`config.mk`:
```
export PLATFORM = sky130hd
export DESIGN_NAME = top_k_sorted_insert_list
export DESIGN_NICKNAME = d
export VERILOG_FILES = /design/src/design/tksil_pkg.sv /design/src/design/tksil_cell.sv /design/src/design/top_k_sorted_insert_list.sv
export SDC_FILE = /design/constraint.sdc
export NUM_CORES = 1
export LEC_CHECK = 0
export BUFFER_PORTS_ARGS = -buffer_cell sky130_fd_sc_hd__buf_4
export CORE_ASPECT_RATIO = 0.8
export CORE_MARGIN = 2
export CORE_UTILIZATION = 65
export CTS_CLUSTER_SIZE = 10
export DETAILED_ROUTE_END_ITERATION = 12
export PLACE_DENSITY_LB_ADDON = 0.25
export SETUP_SLACK_MARGIN = 0.15
export SLEW_MARGIN = 15
export SYNTH_ARGS = -nofsm -noshare
export SYNTH_HDL_FRONTEND = slang
export SYNTH_SLANG_ARGS = --single-unit
```
`constraint.sdc`:
```
create_clock -name clk -period 18.9 [get_ports clk]
set_input_delay 3.78 -clock clk [delete_from_list [all_inputs] [get_ports clk]]
set_output_delay 3.78 -clock clk [all_outputs]
set_load 0.03 [all_outputs]
```
`src/design/tksil_pkg.sv`:
```
// Shared types and constants for the top-k sorted insertion list.
package tksil_pkg;

  localparam int SCORE_W     = 32;
  localparam int TAG_PORT_W  = 16;
  localparam int INDEX_W     = 4;
  localparam int COUNT_OUT_W = 4;

  localparam logic signed [SCORE_W-1:0] NOT_FOUND_SCORE = -32'sd99;

  typedef enum logic {
    OP_INSERT = 1'b0,
    OP_READ   = 1'b1
  } opcode_t;

  // Insert chain: what a cell hands to the next one down.
  typedef struct packed {
    logic                      passed;   // a smaller score was seen above
    logic signed [SCORE_W-1:0] score;
    logic [TAG_PORT_W-1:0]     tag;
  } link_t;

  // Read chain: the selected entry ripples toward the last cell.
  typedef struct packed {
    logic signed [SCORE_W-1:0] score;
    logic [TAG_PORT_W-1:0]     tag;
  } rd_t;

endpackage

```
`src/design/tksil_cell.sv`:
```
// One list slot: holds an entry, compares on insert, shifts from its upper neighbor.
module tksil_cell
  import tksil_pkg::*;
#(
  parameter int IDX = 0,
  parameter int CW  = 4,
  parameter int TW  = 16
) (
  input  logic                      clk,
  input  logic                      ins_en,
  input  logic signed [SCORE_W-1:0] new_score,
  input  logic [TW-1:0]             new_tag,
  input  logic [CW-1:0]             count,
  input  logic [INDEX_W-1:0]        rd_index,
  input  link_t                     link_in,
  input  rd_t                       rd_in,
  output link_t                     link_out,
  output rd_t                       rd_out
);

  logic signed [SCORE_W-1:0] score_r;
  logic [TW-1:0]             tag_r;
  logic                      occupied;
  logic                      lt;
  logic                      at_tail;

  assign occupied = (CW'(IDX) < count);
  assign lt       = occupied && (score_r < new_score);
  assign at_tail  = (CW'(IDX) == count);

  always_ff @(posedge clk) begin
    if (ins_en) begin
      if (link_in.passed) begin
        score_r <= link_in.score;
        tag_r   <= link_in.tag[TW-1:0];
      end else if (lt || at_tail) begin
        score_r <= new_score;
        tag_r   <= new_tag;
      end
    end
  end

  assign link_out.passed = link_in.passed | lt;
  assign link_out.score  = score_r;
  assign link_out.tag    = TAG_PORT_W'(tag_r);

  always_comb begin
    if (32'(rd_index) == 32'(IDX)) begin
      rd_out.score = score_r;
      rd_out.tag   = TAG_PORT_W'(tag_r);
    end else begin
      rd_out = rd_in;
    end
  end

endmodule

```
`src/design/top_k_sorted_insert_list.sv`:
```
// Top level of the top-k sorted insertion list: row of slots plus result register.
// Takes one command per clock (busy stays low) and answers every command with
// exactly one result on the following cycle, flagged by out_valid for one cycle.
// An insert is resolved in that single cycle: every slot compares its score to
// the new one in parallel, and a one-bit chain running down the row of slots
// tells each slot whether to hold, take the new entry or take its upper
// neighbor's entry. A read picks its slot through the same row. The result
// cannot be held off, so it must be taken in the cycle it is shown.
module top_k_sorted_insert_list
  import tksil_pkg::*;
#(
  parameter int CAPACITY = 10,
  parameter int TAG_BITS = 16
) (
  input  logic                      clk,
  input  logic                      rst_n,
  input  logic                      start,
  output logic                      busy,
  input  logic                      in_opcode,
  input  logic signed [SCORE_W-1:0] in_score,
  input  logic [TAG_PORT_W-1:0]     in_name_tag,
  input  logic [INDEX_W-1:0]        in_index,
  output logic                      out_valid,
  output logic                      out_accepted,
  output logic                      out_found,
  output logic signed [SCORE_W-1:0] out_read_score,
  output logic [TAG_PORT_W-1:0]     out_read_name_tag,
  output logic [COUNT_OUT_W-1:0]    out_count
);

  localparam int CW = $clog2(CAPACITY + 1);
  localparam int TW = (TAG_BITS < TAG_PORT_W) ? TAG_BITS : TAG_PORT_W;

  logic [CW-1:0] count_r, count_nxt;
  logic          out_valid_r;
  logic          accepted_r, found_r;
  logic signed [SCORE_W-1:0] read_score_r;
  logic [TAG_PORT_W-1:0]     read_tag_r;
  logic [COUNT_OUT_W-1:0]    count_out_r;

  logic  take;
  logic  ins_en;
  logic  has_room;
  logic  ins_ok;
  logic  found;
  link_t link [CAPACITY+1];
  rd_t   rd   [CAPACITY+1];

  assign busy     = 1'b0;
  assign take     = start && !busy;
  assign ins_en   = take && (opcode_t'(in_opcode) == OP_INSERT);
  assign has_room = (count_r < CW'(CAPACITY));

  assign link[0] = '0;
  assign rd[0]   = '0;

  for (genvar g = 0; g < CAPACITY; g++) begin : g_cell
    tksil_cell #(
      .IDX (g),
      .CW  (CW),
      .TW  (TW)
    ) u_cell (
      .clk       (clk),
      .ins_en    (ins_en),
      .new_score (in_score),
      .new_tag   (in_name_tag[TW-1:0]),
      .count     (count_r),
      .rd_index  (in_index),
      .link_in   (link[g]),
      .rd_in     (rd[g]),
      .link_out  (link[g+1]),
      .rd_out    (rd[g+1])
    );
  end

  // Placed when a smaller score exists or there is room to append.
  assign ins_ok = link[CAPACITY].passed || has_room;
  assign found  = (32'(in_index) < 32'(count_r));

  always_comb begin
    count_nxt = count_r;
    if (ins_en && has_room) begin
      count_nxt = count_r + CW'(1);
    end
  end

  always_ff @(posedge clk) begin
    if (!rst_n) begin
      count_r     <= '0;
      out_valid_r <= 1'b0;
    end else begin
      count_r     <= count_nxt;
      out_valid_r <= take;
    end
  end

  always_ff @(posedge clk) begin
    if (take) begin
      count_out_r <= COUNT_OUT_W'(count_nxt);
      unique case (opcode_t'(in_opcode))
        OP_INSERT: begin
          accepted_r   <= ins_ok;
          found_r      <= 1'b0;
          read_score_r <= '0;
          read_tag_r   <= '0;
        end
        OP_READ: begin
          accepted_r <= 1'b0;
          found_r    <= found;
          if (found) begin
            read_score_r <= rd[CAPACITY].score;
            read_tag_r   <= rd[CAPACITY].tag;
          end else begin
            read_score_r <= NOT_FOUND_SCORE;
            read_tag_r   <= '0;
          end
        end
        default: begin
          accepted_r   <= 1'b0;
          found_r      <= 1'b0;
          read_score_r <= '0;
          read_tag_r   <= '0;
        end
      endcase
    end
  end

  assign out_valid         = out_valid_r;
  assign out_accepted      = accepted_r;
  assign out_found         = found_r;
  assign out_read_score    = read_score_r;
  assign out_read_name_tag = read_tag_r;
  assign out_count         = count_out_r;

`ifndef SYNTHESIS
  a_count_bound: assert property (@(posedge clk) disable iff (!rst_n)
    count_r <= CW'(CAPACITY))
    else $error("entry count above capacity");

  a_count_step: assert property (@(posedge clk) disable iff (!rst_n)
    (ins_en && has_room) |=> count_r == $past(count_r) + CW'(1))
    else $error("count did not grow on append room");

  a_count_hold: assert property (@(posedge clk) disable iff (!rst_n)
    !ins_en |=> count_r == $past(count_r))
    else $error("count changed without an insert");

  a_one_result: assert property (@(posedge clk) disable iff (!rst_n)
    take |=> out_valid)
    else $error("command beat without result");

  a_no_spurious: assert property (@(posedge clk) disable iff (!rst_n)
    !take |=> !out_valid)
    else $error("result without command beat");

  a_read_flags: assert property (@(posedge clk) disable iff (!rst_n)
    out_valid |-> !(out_accepted && out_found))
    else $error("result marks both placed and found");
`endif

endmodule
```
==> results of run 1 <==
-- path summary, 6_finish.rpt --
kind | to | slack, ns | cells after the start
max | g_cell[7].u_cell.score_r[22]$_DFFE_PP_ | 9.24 | 14
min | g_cell[4].u_cell.tag_r[1]$_DFFE_PP_ | 0.56 | 2
max reg2reg | g_cell[7].u_cell.score_r[22]$_DFFE_PP_ | 12.34 | 13
min reg2reg | g_cell[4].u_cell.tag_r[1]$_DFFE_PP_ | 0.56 | 2
-- final cells by class --
| cell class | instances | area [um^2] | area share |
|---|---|---|---|
| clock buffers | 77 | 1570 | 0.0449 |
| well taps | 629 | 787 | 0.0226 |
| multi-input cells | 1919 | 15000 | 0.429 |
| clock inverters | 6 | 82.6 | 0.00237 |
| diodes | 1 | 2.50 | 0.0000718 |
| inverters | 45 | 169 | 0.00485 |
| flip-flops and latches | 539 | 16100 | 0.463 |
| repair buffers | 152 | 1160 | 0.0333 |
-- state kept, by name, indices dropped and copies added (netlist names) --
register               count
out_read_name_tag         16
out_count                  4
out_read_score            32
g_cell.u_cell.score_r    320
g_cell.u_cell.tag_r      160
out_valid                  1
count_r                    4
out_found                  1
out_accepted               1
-- per-layer routing --
| layer | vias up | track usage | wire length (um) |
|---|---|---|---|
| li1 | 10476 | - | - |
| met2 | 1909 | 0.592 | 43700 |
| met1 | 12003 | 0.591 | 40500 |
| met3 | 328 | 0.113 | 14900 |
| met5 | - | 0.00667 | 53 |
| met4 | 4 | 0.178 | 4830 |
-- cells in the final DEF, fill, tap and decap left out, types with 34 or more instances in the layout --
cell       count
ha_1         316
nand4_1       88
buf_4        151
a22oi_1      145
a21oi_1      155
o21ai_0      250
inv_1         44
mux2_2       313
clkbuf_16     60
edfxtp_1     534
a31oi_1       34
nand2_1      251
nor2_1        76
-- critical path, cell delays in order --
cell,delay [ns]
buf_4,0.14
inv_1,0.35
ha_1,0.31
a2111o_1,0.36
a221oi_1,0.46
o31ai_1,0.22
a31oi_1,0.22
mux2_2,0.28
a2111o_2,0.44
buf_4,0.85
or4_2,0.26
buf_4,0.81
o21a_2,0.66
buf_4,0.65
-- per-stage QoR --
| stage | instance area [um^2] | power [mW] | hold WS, ns | utilization |
|---|---|---|---|---|
| floorplan | 31600 | 1.69 | 0.517 | - |
| global placement | 33200 | 1.83 | 0.525 | 0.688 |
| detailed placement | 33200 | 1.85 | 0.537 | 0.688 |
| CTS | 34800 | 2.88 | 0.551 | 0.723 |
| global route | 34900 | 2.97 | 0.579 | 0.723 |
| finish | 34900 | 2.89 | 0.561 | 0.723 |
-- report_power, final --
group | total, mW | switching, mW | internal, mW
sequential | 1.40 | 0.0253 | 1.37
clock | 1.05 | 0.470 | 0.584
combinational | 0.442 | 0.273 | 0.169
-- cell families (layout without fill, tap and decap cells) --
group / after synthesis / after routing / share of synthesized area
DFF: 539 / 539 / 0.511
xor gates and xnor gates: 4 / 4 / 0.00111
buffers and inverters: 182 / 280 / 0.0229
AOI/OAI and AO/OA: 740 / 740 / 0.144
and+or+nand+nor: 534 / 534 / 0.0786
muxes: 324 / 324 / 0.117
adders and majority gates: 316 / 316 / 0.125
other: 1 / 2 / 0.000119
==> flow_summary_export.csv, run 1 <==
group,metric,value,unit
run_status,status,"complete, no violations",
global_routing,grt_pass1_vias,24391,
logic_synthesis,synth.area.top_cells,"edfxtp_1 (51%), ha_1 (13%), mux2_2 (11%), o21ai_0 (4.0%), a22oi_1 (3.4%)",
routing,drtIter0Drc,3585,
critical_path,cp.arrival,9.93,ns
floorplanning,initial_core_util,0.655,
sta,period_share,0.511,
logic_synthesis,synth_top_area_cell,"edfxtp_1",
critical_path,start_kind,"primary input",
place,placedCellCount,3283,
sta,finalSetupViolCount,0,
floorplanning,chipWidth,250,um
min_path,hp-start,"g_cell[3].u_cell.tag_r[1]$_DFFE_PP_",
finish,drive_above_1_share,0.210,
clock_tree,post-cts-setup-buffers,0,
clock_tree,clkTransAtPathRegs,0.06,ns
place,gp_congestion,1.03,
floorplanning,die_area,0.0504,mm^2
power_and_ir_drop,ir_drop,0.0681,mV
clock_tree,cts_sinks,539,
finish,nNetsFinal,3089,
critical_path,critPathCaptureType,"flop",
sta,slew_viol_final,0,
routing,routed_wl,104000,um
routing,antenna_left,0,
routing,via_per_inst,7.34,
global_routing,grt_max_degree,88,
routing,drc,0,
critical_path,critPathRequiredTime,19.17,ns
sta,setup_tns,0,ns
logic_synthesis,syn_area,0.0316,mm^2
global_routing,grt_pass1_wl,155000,um
floorplanning,ios,112,
logic_synthesis,syn_inst,2640,
floorplanning,core_area,0.0482,mm^2
clock_tree,cts_hold_buf,0,
floorplanning,placementRows,72,
logic_synthesis,syn_avg_cell_area,12.0,um^2
critical_path,criticalPathCategory,"primary input to flop",
logic_synthesis,synthDistinctLibCells,68,
sta,rsz0062_at_grt,"no",
power_and_ir_drop,power.density,83.0,mW/mm^2
global_routing,antenna_found_initial,4,
logic_synthesis,synth_most_common_cell,"edfxtp_1",
clock_tree,cts_root_buffer,"clkbuf_16",
finish,fillerInstances,3299,
logic_synthesis,synth_top_area_share,0.508,
logic_synthesis,ys_seq_elements,539,
sta,timing.fmax,104,MHz
routing,dr.pass1.iters,8,
place,dp_hpwl,67600,um
job,drv_cap,0,
sta,slew_headroom,0.172,
clock_tree,cts_resized,0,
critical_path,crit_fanout,87,
min_path,min_path_type,"flop to flop",
place,numPortBuffers,110,
routing,route.vias.total,24720,
clock_tree,cts_tree,"done",
logic_synthesis,synth_top_flop_cell,"edfxtp_1",
finish,fin_cells,3368,
logic_synthesis,syn_nets,3012,
logic_synthesis,synth-seq-area-share,0.511,
logic_synthesis,ys.warnings.count,0,
floorplanning,die_y,201,um
routing,routedWlPerCell,30.9,um
global_routing,grt.total_usage,0.413,
sta,timing.final.ws_setup,9.24,ns
power_and_ir_drop,power.leakage,12.8,nW
sta,worstMarginPinSlew,1.24,ns
sta,timing_hold_violations_final,0,
critical_path,setup.worst_path.start,"in_score[1]",
clock_tree,clock_latency,0.64,ns
clock_tree,ctsLongestPathBuffers,3,
critical_path,worstReg2RegStart,"g_cell[3].u_cell.score_r[31]$_DFFE_PP_",
clock_tree,cts_made_buffers,60,
sta,skew,0.0143,ns
clock_tree,cts_max_level,2,
sta,period_minus_slack,9.66,ns
logic_synthesis,synth_edf_count,534,
finish,syn_to_final_growth,10.4,%
logic_synthesis,netlist_top_cells_count,"edfxtp_1 (534), ha_1 (316), mux2_2 (313)",
global_routing,gr-total-overflow,0,
logic_synthesis,async_flop_share,0,
place,place_ws,8.75,ns
(Power assumes the default switching activity.)
==> run 2: changes to the inputs <==
--- a/config.mk
+++ b/config.mk
@@ -8,7 +8,7 @@
 export BUFFER_PORTS_ARGS = -buffer_cell sky130_fd_sc_hd__buf_4
 export CORE_ASPECT_RATIO = 0.8
 export CORE_MARGIN = 2
-export CORE_UTILIZATION = 65
+export CORE_UTILIZATION = 63
 export CTS_CLUSTER_SIZE = 10
 export DETAILED_ROUTE_END_ITERATION = 12
 export PLACE_DENSITY_LB_ADDON = 0.25
==> constraint.sdc (replaced) <==
create_clock -name clk -period 9 [get_ports clk]
set_input_delay 1.8 -clock clk [delete_from_list [all_inputs] [get_ports clk]]
set_output_delay 1.8 -clock clk [all_outputs]
set_load 0.03 [all_outputs]
==> run 2 against run 1 <==
  * Worst hold slack worse by 0.017 ns
  * Cell count is 1.9% higher
  * Total power is 110% higher
  * Clock-buffer cell count is 12 higher
  * First-iteration DRC count is 5.9% higher
  * Via count is 0.80% lower
  * Critical path depth stayed put
  * Largest cell class unchanged
  * Highest routed layer is now met4
==> flow_summary_export.csv, run 2 (synthesized netlist as in run 1, its figures left out) <==
group,metric,value,unit
floorplanning,initial_core_util,0.637,
global_routing,antenna_found_initial,2,
routing,dr.pass1.iters,8,
global_routing,grt_pass1_vias,24156,
clock_tree,post-cts-setup-buffers,0,
routing,drc,0,
critical_path,criticalPathCategory,"primary input to flop",
global_routing,grt_max_degree,65,
clock_tree,ctsLongestPathBuffers,3,
place,gp_congestion,1.04,
routing,via_per_inst,7.15,
place,numPortBuffers,110,
min_path,min_path_type,"flop to flop",
global_routing,grt.total_usage,0.401,
place,place_ws,2.08,ns
sta,timing.final.ws_setup,2.55,ns
clock_tree,clkTransAtPathRegs,0.06,ns
critical_path,cp_common_cell,"buf_4",
global_routing,gr-total-overflow,0,
finish,nNetsFinal,3096,
finish,largest_register,"g_cell.u_cell.score_r",
critical_path,crit_chain,"buf_4 -> inv_1 -> ha_1 -> nand2_1 -> nor4_1 -> nand2_1 -> o221ai_1 -> nor2_1 -> xnor2_1 -> a2111o_2 -> buf_4 -> or4_2 -> buf_4 -> mux2_2",
floorplanning,die_y,204,um
job,drv_cap,0,
routing,routedWlPerCell,30.3,um
floorplanning,core_area,0.0496,mm^2
clock_tree,cts_sinks,539,
finish,final_cell_mix,"edfxtp_1 (534), ha_1 (316), mux2_2 (313), nand2_1 (251), o21ai_0 (250)",
finish,syn_to_final_growth,11.0,%
critical_path,critPathRequiredTime,9.37,ns
clock_tree,cts_root_buffer,"clkbuf_16",
power_and_ir_drop,ir_drop,0.146,mV
place,dp_hpwl,68600,um
finish,antenna_cells,0,
power_and_ir_drop,p_total,6.11,mW
floorplanning,ios,112,
routing,routed_wl,104000,um
clock_tree,cts_hold_buf,0,
sta,period_minus_slack,6.45,ns
finish,fin_cells,3432,
floorplanning,placementRows,73,
sta,skew,0.0222,ns
power_and_ir_drop,power.leakage,12.9,nW
clock_tree,clock_latency,0.64,ns
finish,fillerInstances,3489,
clock_tree,cts_max_level,2,
finish,drive_above_1_share,0.212,
global_routing,grt_pass1_wl,153000,um
routing,antenna_left,0,
routing,route.vias.total,24523,
clock_tree,cts_tree,"done",
sta,rsz0062_at_grt,"no",
critical_path,slowest_stage,"or4_2",
sta,slew_viol_final,0,
finish,final_common_cell,"edfxtp_1",
finish,final_util,0.707,
sta,period_share,0.717,
floorplanning,chipWidth,254,um
sta,setup_tns,0,ns
sta,timing_hold_violations_final,0,
critical_path,start_kind,"primary input",
finish,largest_reg_flops,320,
critical_path,cpPeakStageDelay,0.72,ns
sta,holdWs,0.544,ns
critical_path,crit_fanout,64,
sta,timing.fmax,155,MHz
run_status,status,"complete, no violations",
place,post_dp_cell_area,0.0334,mm^2
floorplanning,die_area,0.0519,mm^2
critical_path,critPathCaptureType,"flop",
sta,slew_headroom,0.215,
finish,fin_area,0.0351,mm^2
clock_tree,cts_made_buffers,60,
sta,finalSetupViolCount,0,
clock_tree,cts_resized,0,
place,placedCellCount,3337,
sta,worstMarginPinSlew,1.18,ns
power_and_ir_drop,power.density,174,mW/mm^2
routing,drtIter0Drc,3797,
critical_path,cp.arrival,6.83,ns
## run 2: path summary, 6_finish.rpt
kind / startpoint / end / slack, ns / cells after the start
worst max-delay path: in_score[31] / g_cell[8].u_cell.score_r[10]$_DFFE_PP_ / 2.55 / 14
worst min-delay path: g_cell[3].u_cell.tag_r[12]$_DFFE_PP_ / g_cell[4].u_cell.tag_r[12]$_DFFE_PP_ / 0.54 / 2
worst max register to register: g_cell[3].u_cell.score_r[31]$_DFFE_PP_ / g_cell[8].u_cell.score_r[10]$_DFFE_PP_ / 3.70 / 12
worst min register to register: g_cell[3].u_cell.tag_r[12]$_DFFE_PP_ / g_cell[4].u_cell.tag_r[12]$_DFFE_PP_ / 0.54 / 2
## run 2: final cells by class
type / count / area (um^2) / share of cell area
clock inverters: 6 / 61.3 / 0.00175
flip-flops and latches: 539 / 16100 / 0.460
well taps: 675 / 845 / 0.0241
clock buffers: 89 / 1620 / 0.0462
inverters: 45 / 169 / 0.00482
multi-input cells: 1919 / 15000 / 0.427
repair buffers: 159 / 1270 / 0.0363
## run 2: worst max-delay path: cells and delay by family
| family | cells | cell delay, ns |
|---|---|---|
| AOI/OAI and AO/OA | 2 | 0.86 |
| adders and majority gates | 1 | 0.46 |
| xor gates and xnor gates | 1 | 0.20 |
| buffers and inverters | 4 | 1.18 |
| muxes | 1 | 0.42 |
| and+or+nand+nor | 5 | 1.83 |
## run 2: routing by layer
| metal | wire length [um] | track usage |
|---|---|---|
| met5 | 0 | 0 |
| met4 | 5120 | 0.181 |
| met3 | 14300 | 0.108 |
| met2 | 44000 | 0.582 |
| met1 | 40400 | 0.564 |
## run 2: report_power, final
part | leakage (nW) | switching [mW] | internal, mW
registers | 4.94 | 0.0504 | 2.88
clock network | 0.807 | 1.01 | 1.23
logic | 7.11 | 0.581 | 0.360
total | 12.9 | 1.65 | 4.47
